===== src/hw/rtl/dwc_pkg.sv =====
// Shared types and constants of the depthwise 3x3 int8 convolution unit.
// No dependencies.
`default_nettype none

package dwc_pkg;

    localparam int KERNEL_TAPS = 9;
    localparam logic [3:0] TAP_LAST = 4'(KERNEL_TAPS - 1);

    // request codes
    localparam logic [1:0] REQ_PIXEL  = 2'd0;
    localparam logic [1:0] REQ_WEIGHT = 2'd1;
    localparam logic [1:0] REQ_BIAS   = 2'd2;

    // register indexes
    localparam logic [2:0] CFG_FRAME_HEIGHT = 3'd0;
    localparam logic [2:0] CFG_FRAME_WIDTH  = 3'd1;
    localparam logic [2:0] CFG_CHANNELS     = 3'd2;
    localparam logic [2:0] CFG_IN_ZP        = 3'd3;
    localparam logic [2:0] CFG_WEIGHT_ZP    = 3'd4;
    localparam logic [2:0] CFG_MULTIPLIER   = 3'd5;
    localparam logic [2:0] CFG_SHIFT        = 3'd6;
    localparam logic [2:0] CFG_OUT_ZP       = 3'd7;

    localparam logic signed [63:0] SAT_MIN = -64'sd128;
    localparam logic signed [63:0] SAT_MAX = 64'sd127;

    typedef enum logic [2:0] {
        ST_IDLE,
        ST_PICK,
        ST_TAPS,
        ST_ACC,
        ST_MUL,
        ST_SHIFT,
        ST_SAT,
        ST_OUT
    } dwc_state_t;

    // datapath controls
    typedef struct packed {
        logic mac_step;
        logic mac_first;
        logic tap_ok;
        logic mul_en;
        logic shift_en;
        logic sat_en;
    } dwc_ctl_t;

    function automatic logic [1:0] mod3(input logic [2:0] v);
        logic [1:0] r;
        unique case (v)
            3'd0, 3'd3, 3'd6: r = 2'd0;
            3'd1, 3'd4, 3'd7: r = 2'd1;
            default:          r = 2'd2;
        endcase
        return r;
    endfunction

endpackage

`default_nettype wire


===== src/hw/rtl/dwc_datapath.sv =====
// Multiply-accumulate over the taps and the requantization pipeline.
// Depends on dwc_pkg.
`default_nettype none

module dwc_datapath
    import dwc_pkg::*;
(
    input  wire logic              clk,
    input  wire dwc_ctl_t          ctl,
    input  wire logic [7:0]        line_q,
    input  wire logic [7:0]        weight_q,
    input  wire logic [31:0]       bias_q,
    input  wire logic [7:0]        in_zp,
    input  wire logic [7:0]        weight_zp,
    input  wire logic [31:0]       multiplier,
    input  wire logic [5:0]        shift,
    input  wire logic [7:0]        out_zp,
    output logic signed [7:0]      out_value
);

    logic signed [8:0]  s_diff;
    logic signed [8:0]  w_diff;
    logic signed [17:0] term;
    logic [31:0]        acc_next;
    logic [31:0]        acc_reg;
    logic signed [63:0] prod_reg;
    logic signed [63:0] shifted_reg;
    logic signed [63:0] biased;
    logic signed [7:0]  out_value_reg;

    always_comb
    begin
        s_diff   = $signed({line_q[7], line_q}) - $signed({in_zp[7], in_zp});
        w_diff   = $signed({weight_q[7], weight_q}) - $signed({weight_zp[7], weight_zp});
        term     = s_diff * w_diff;
        acc_next = (ctl.mac_first ? bias_q : acc_reg)
                 + (ctl.tap_ok ? {{14{term[17]}}, term} : 32'd0);
        biased   = shifted_reg + {{56{out_zp[7]}}, out_zp};
    end

    always_ff @(posedge clk)
    begin
        if (ctl.mac_step)
        begin
            acc_reg <= acc_next;
        end
        if (ctl.mul_en)
        begin
            prod_reg <= $signed(acc_reg) * $signed(multiplier);
        end
        if (ctl.shift_en)
        begin
            shifted_reg <= prod_reg >>> shift;
        end
        if (ctl.sat_en)
        begin
            if (biased < SAT_MIN)
            begin
                out_value_reg <= SAT_MIN[7:0];
            end
            else if (biased > SAT_MAX)
            begin
                out_value_reg <= SAT_MAX[7:0];
            end
            else
            begin
                out_value_reg <= biased[7:0];
            end
        end
    end

    assign out_value = out_value_reg;

endmodule

`default_nettype wire


===== config.mk =====
export PLATFORM = sky130hd
export DESIGN_NAME = dwc_datapath
export DESIGN_NICKNAME = d
export VERILOG_FILES = /design/src/hw/rtl/dwc_pkg.sv /design/src/hw/rtl/dwc_datapath.sv
export SDC_FILE = /design/constraint.sdc
export NUM_CORES = 2
export LEC_CHECK = 0
export BUFFER_PORTS_ARGS = -buffer_cell sky130_fd_sc_hd__buf_2
export CAP_MARGIN = 20
export CELL_PAD_IN_SITES_DETAIL_PLACEMENT = 1
export CELL_PAD_IN_SITES_GLOBAL_PLACEMENT = 1
export CORE_UTILIZATION = 40
export CTS_BUF_LIST = sky130_fd_sc_hd__clkbuf_4 sky130_fd_sc_hd__clkbuf_8
export DETAILED_ROUTE_END_ITERATION = 8
export PLACE_DENSITY = 0.81
export SYNTH_ARGS = -nofsm -noshare
export SYNTH_HDL_FRONTEND = slang
export SYNTH_SLANG_ARGS = --single-unit
export TNS_END_PERCENT = 10

===== constraint.sdc =====
create_clock -name clk -period 8.74 [get_ports clk]
set_clock_uncertainty 0.1 [all_clocks]
set_input_delay 0.437 -clock clk [delete_from_list [all_inputs] [get_ports clk]]
set_output_delay 0.437 -clock clk [all_outputs]
set_load 0.005 [all_outputs]

# Word-level counts from Yosys, hierarchy flattened
# Cells that the tools add are included.
op_classes:
  multipliers: 2
  n_mux: 3
  shift: 1
  addsub: 4
  n_lt_le_gt_ge: 2
op_table:
  columns: ["op", "n"]
  rows:
  - ["adder 64 bit", 1]
  - ["greater-than comparator 64 x 8 -> 1 bit, second input constant", 1]
  - ["< comparator 64 x 8 -> 1 bit, second input constant", 1]
  - ["multiplier 32 x 32 -> 64 bit", 1]
  - ["2-to-1 mux 32 bit", 2]
  - [">>> shifter 64 x 6 -> 64 bit", 1]
  - ["adder 32 bit", 1]
  - ["multiplier 9 x 9 -> 18 bit", 1]
  - ["subtractor 8 x 8 -> 9 bit", 2]
  - ["2-to-1 mux 8 bit", 1]
word_totals:
  ff_bits: 168
  output_inout_bits: 8
  elab_cells: 16

# Depth between registers and ports, before layout
logic_depth:
  depth_word: 4
  mapped_depth: 45

# Worst setup path after synthesis
# OpenSTA, ideal clock, no wires.
synth_path:
  path_type: "input to register"
  start: "input line_q[0]"
  end: "register acc_reg[31] (data pin)"
  setup_ps: 260
  n_path_buf: 0
  arrival_time_ps: 8745
  cell_stages: 42
  slack_ps: -365
  required_ps: 8380
  path_cell_list: "inv_1 > ha_1 > inv_1 > fa_1 > a21o_1 > a21oi_1 > o21bai_1 > a21oi_1 > o211ai_1 > o21ai_1 > nand2b_1 > fa_1 > inv_1 > fa_1 > fa_1 > fa_1 > inv_1 > fa_1 > [6 not listed] > o21ai_0 > a21boi_0 > o21ai_0 > nor2b_1 > xnor2_1 > and2_1 > ha_1 > a21o_1 > a21o_1 > a21o_1 > a21o_1 > o21ai_0 > a311oi_1 > o21ai_0 > nand2_1 > a211o_1 > a21oi_1 > xnor2_1"
synth_via:
  elab_chain_cells: 4
synth_rtl:
  columns: ["item", "line", "rtl"]
  rows:
  - ["start: declaration", "dwc_datapath.sv:10", "input wire logic [7:0] line_q,"]
  - ["subtractor 8 x 8 -> 9 bit", "dwc_datapath.sv:33", "s_diff = $signed({line_q[7], line_q}) - $signed({in_zp[7], in_zp});"]
  - ["multiplier 9 x 9 -> 18 bit", "dwc_datapath.sv:35", "term = s_diff * w_diff;"]
  - ["2-to-1 mux 32 bit", "dwc_datapath.sv:37", "+ (ctl.tap_ok ? {{14{term[17]}}, term} : 32'd0);"]
  - ["adder 32 bit", "dwc_datapath.sv:37", null]
  - ["named net acc_next[31]", "dwc_datapath.sv:24", "logic [31:0] acc_next;"]
  - ["end signal: assignment", "dwc_datapath.sv:45", "acc_reg <= acc_next;"]
  - ["end: declaration", "dwc_datapath.sv:25", "logic [31:0] acc_reg;"]
# The timed path passes the listed nets, and every way through them passes these cells.
# A chain may end at the register's enable or synchronous reset.

# Final worst setup path
layout_path:
  start: "register acc_reg[12]"
  end: "register prod_reg[58] (data pin)"
layout_via:
  elab_chain_cells: 1
layout_rtl:
  columns: ["item", "line", "rtl"]
  rows:
  - ["multiplier 32 x 32 -> 64 bit", "dwc_datapath.sv:49", "prod_reg <= $signed(acc_reg) * $signed(multiplier);"]
  - ["end signal: assignment", "dwc_datapath.sv:49", null]
  - ["end: declaration", "dwc_datapath.sv:26", "logic signed [63:0] prod_reg;"]
# No other way between the ends.

==> impl_metrics.xml <==
<?xml version="1.0" encoding="UTF-8"?>
<metrics>
  <group name="outcome">
    <metric name="status" unit="">finished, final reports clean</metric>
  </group>
  <group name="setup_path">
    <metric name="critical-path-max-stage-delay" unit="ns">0.57</metric>
    <metric name="setup.worst_path.class" unit="">reg -&gt; reg</metric>
    <metric name="dominant_cell_type_by_count_on_the_critical_path" unit="">sky130_fd_sc_hd__fa_1</metric>
    <metric name="critPathCaptureType" unit="">flop</metric>
    <metric name="setup.worst_path.start_class" unit="">flop</metric>
    <metric name="critical_path_required" unit="ns">8.99</metric>
    <metric name="critical_path_peak_fanout" unit="">7</metric>
    <metric name="worst-endpoint-arrival" unit="ns">8.85</metric>
    <metric name="critical-path-slowest-cell" unit="">sky130_fd_sc_hd__fa_1</metric>
  </group>
  <group name="placed_design">
    <metric name="dp_hpwl" unit="mm">148</metric>
    <metric name="placed_area" unit="sq um">59500</metric>
    <metric name="place_congestion" unit="">0.917</metric>
    <metric name="numPortBuffers" unit="">124</metric>
    <metric name="placed_cells" unit="">8045</metric>
  </group>
  <group name="synthesis">
    <metric name="postSynth.topFlopCell" unit="">sky130_fd_sc_hd__edfxtp_1</metric>
    <metric name="synthCells" unit="">6149</metric>
    <metric name="synth.ff_latch_count" unit="">168</metric>
    <metric name="synth_adder_area_share" unit="%">49.5</metric>
    <metric name="yosysUniqueCellTypes" unit="">100</metric>
    <metric name="combinational_family_with_the_most_area_after_synthesis" unit="">adder cells</metric>
    <metric name="synth.mux.area_fraction" unit="%">3.50</metric>
    <metric name="async_reset_ff_share" unit="%">0</metric>
    <metric name="synth_fp_nets" unit="">7754</metric>
    <metric name="netlist_top_cells_area" unit="">sky130_fd_sc_hd__fa_1 (42%), sky130_fd_sc_hd__edfxtp_1 (9.1%), sky130_fd_sc_hd__inv_1 (8.7%), sky130_fd_sc_hd__ha_1 (7.5%), sky130_fd_sc_hd__nand2_1 (6.5%)</metric>
    <metric name="synth_compound_area_share" unit="%">8.36</metric>
    <metric name="syn_area" unit="sq um">55200</metric>
    <metric name="yosys.area_share.simple" unit="%">15.8</metric>
    <metric name="synthDominantCellAreaShare" unit="%">42.0</metric>
    <metric name="synthesis.yosys.warnings" unit="">0</metric>
    <metric name="postSynthAreaPerCell" unit="sq um">8.98</metric>
    <metric name="synthDominantAreaCellType" unit="">sky130_fd_sc_hd__fa_1</metric>
    <metric name="synth_seq_area_share" unit="%">9.14</metric>
    <metric name="edff_count_synth" unit="">168</metric>
    <metric name="synth-xor-area-share" unit="%">2.92</metric>
  </group>
  <group name="floorplanning">
    <metric name="core.rowCount" unit="">135</metric>
    <metric name="chipWidth" unit="um">373</metric>
    <metric name="ios" unit="">125</metric>
    <metric name="design.core.area" unit="sq um">136000</metric>
    <metric name="die_y" unit="um">373</metric>
    <metric name="design.die.area" unit="sq um">139000</metric>
    <metric name="initial_standard_cell_utilization_of_the_core" unit="%">40.5</metric>
  </group>
  <group name="sta">
    <metric name="setup-tns-final" unit="ns">0</metric>
    <metric name="relative_slew_slack" unit="%">32.0</metric>
    <metric name="rsz_0062_raised_after_global_routing" unit="">yes</metric>
    <metric name="fin_worst_hold_slack" unit="ns">0.0719</metric>
    <metric name="layout_min_cycle_time" unit="ns">8.59</metric>
    <metric name="timing.final.max_slew_violations" unit="">0</metric>
    <metric name="final.period_utilization" unit="%">98.3</metric>
    <metric name="fmaxAchievable" unit="GHz">0.116</metric>
    <metric name="finalHoldViolCount" unit="">0</metric>
    <metric name="worst-slew-pin-transition" unit="ns">1.02</metric>
    <metric name="setup-violations-final" unit="">0</metric>
  </group>
  <group name="finish">
    <metric name="final_cell_mix" unit="">sky130_fd_sc_hd__inv_1 (1280), sky130_fd_sc_hd__fa_1 (1153), sky130_fd_sc_hd__nand2_1 (950), sky130_fd_sc_hd__and2_1 (354), sky130_fd_sc_hd__ha_1 (328)</metric>
    <metric name="share_of_post_route_cells_with_drive_strength_above_1" unit="%">10.4</metric>
    <metric name="finish.instance_area" unit="sq um">60600</metric>
    <metric name="finish.cell_count_without_fillers" unit="">8116</metric>
    <metric name="synthToLayoutAreaGrowth" unit="%">9.71</metric>
    <metric name="layout_commonest_cell" unit="">sky130_fd_sc_hd__inv_1</metric>
    <metric name="final_nets" unit="">7922</metric>
    <metric name="fillCellCount" unit="">15900</metric>
  </group>
  <group name="clock_network">
    <metric name="clock-root-buffer" unit="">sky130_fd_sc_hd__clkbuf_8</metric>
    <metric name="insertion_delay" unit="ns">0.61</metric>
    <metric name="clk_transition_reported_paths" unit="ns">0.13</metric>
    <metric name="cts_inserted_buffers" unit="">17</metric>
    <metric name="ctsLongestPathBuffers" unit="">2</metric>
    <metric name="tritoncts_num_sinks" unit="">168</metric>
    <metric name="cts_tree" unit="">built</metric>
    <metric name="ctsHtreeMaxLevel" unit="">4</metric>
  </group>
  <group name="routing">
    <metric name="wl_per_cell" unit="um">21.8</metric>
    <metric name="drtIter0Drc" unit="">2627</metric>
    <metric name="vias_per_cell" unit="">5.44</metric>
    <metric name="drc_errors" unit="">0</metric>
    <metric name="ant_nets" unit="">0</metric>
    <metric name="firstDrtPassIters" unit="">5</metric>
    <metric name="via_count" unit="">44100</metric>
    <metric name="postRouteWirelength" unit="mm">177</metric>
  </group>
  <group name="global_route">
    <metric name="grt_antenna_before_repair" unit="">10</metric>
    <metric name="vias_in_the_first_global_route" unit="">51600</metric>
    <metric name="grt_pass1_wl" unit="mm">281</metric>
    <metric name="global_route_total_overflow" unit="">0</metric>
    <metric name="pin_count_of_the_biggest_net_entering_global_routing" unit="">72</metric>
    <metric name="gr_usage_total" unit="%">25.5</metric>
  </group>
  <group name="hold_path">
    <metric name="min_path_type" unit="">in -&gt; reg</metric>
  </group>
  <group name="job">
    <metric name="timing.max_cap.violations" unit="">0</metric>
  </group>
</metrics>
==> cell type report <==
type | instances | area [sq um] | area share, %
diodes | 5 | 12.5 | 0.0207
clock buffers | 17 | 234 | 0.386
clock inverters | 15 | 189 | 0.312
inverters | 1282 | 4810 | 7.95
multi-input cells | 4402 | 44400 | 73.4
flip-flops and latches | 168 | 5040 | 8.33
well taps | 1781 | 2230 | 3.68
repair buffers | 446 | 3610 | 5.96
==> Yosys cell counts, drive strengths merged, types with 28 or more instances <==
cell and number:
a21o 69, a21oi 223, and2 355, buf 32
clkbuf 264, edfxtp 168, fa 1157, ha 331
inv 1281, mux2 38, mux2i 49, mux4 45
nand2 951, nand2b 68, nand3 58, nand4 28
nor2 263, nor3 33, o211ai 29, o21ai 198
o21bai 30, xnor2 132, xor2 52
==> worst max-delay path, delay by kind of cell (launching register included) <==
kind                       cells  cell delay, ns
adders and majority gates      9            4.37
AOI/OAI and AO/OA             11            2.39
buffers and inverters          6            0.63
and+or+nand+nor                3            0.41
DFF                            1            0.47
==> final timing paths <==
kind / depth (start not counted) / slack (ns) / start / to
worst max-delay path: 29 / 0.15 / acc_reg[12] / prod_reg[58]
worst min-delay path: 1 / 0.07 / ctl[0] / out_value[2]
worst max register to register: 29 / 0.15 / acc_reg[12] / prod_reg[58]
worst min register to register: 2 / 0.82 / acc_reg[0] / prod_reg[0]
==> per-layer routing <==
metal  vias to the layer above  global-route usage, %  part of all wire [%]
li1                      19200                      -                     -
met3                       393                   3.00                   5.1
met5                         -                      0                     0
met2                      1266                   45.8                    51
met4                         0                   8.87                   3.6
met1                     23200                   31.5                    40
==> through the flow <==
step	setup WS, ns	utilization (%)
after floorplan	0.0387	-
after global placement	-0.452	43.7
after detailed placement	-0.795	43.7
after CTS	-0.00548	44.1
after global routing	-0.167	44.5
final	0.145	44.5
==> repair_timing <==
item,in CTS,in global routing
gates resized for setup,10,50
hold buffers,0,0
gates cloned,0,3
buffers inserted,3,27
endpoints found under the setup margin,7,22
pin swaps,1,33
==> cell families (layout without fill, tap and decap cells) <==
kind of cell	Yosys count	after routing
AND/OR/NAND/NOR	1874	1874
buffers and inverters	1579	1760
adder cells (fa/ha/maj)	1488	1488
AO/OA/AOI/OAI	724	724
XOR/XNOR	184	184
flip-flops	168	168
multiplexers	132	132
other	0	5
Power is not shown: default switching activity piles up to over one toggle a cycle in this logic, so the estimate is an artifact.
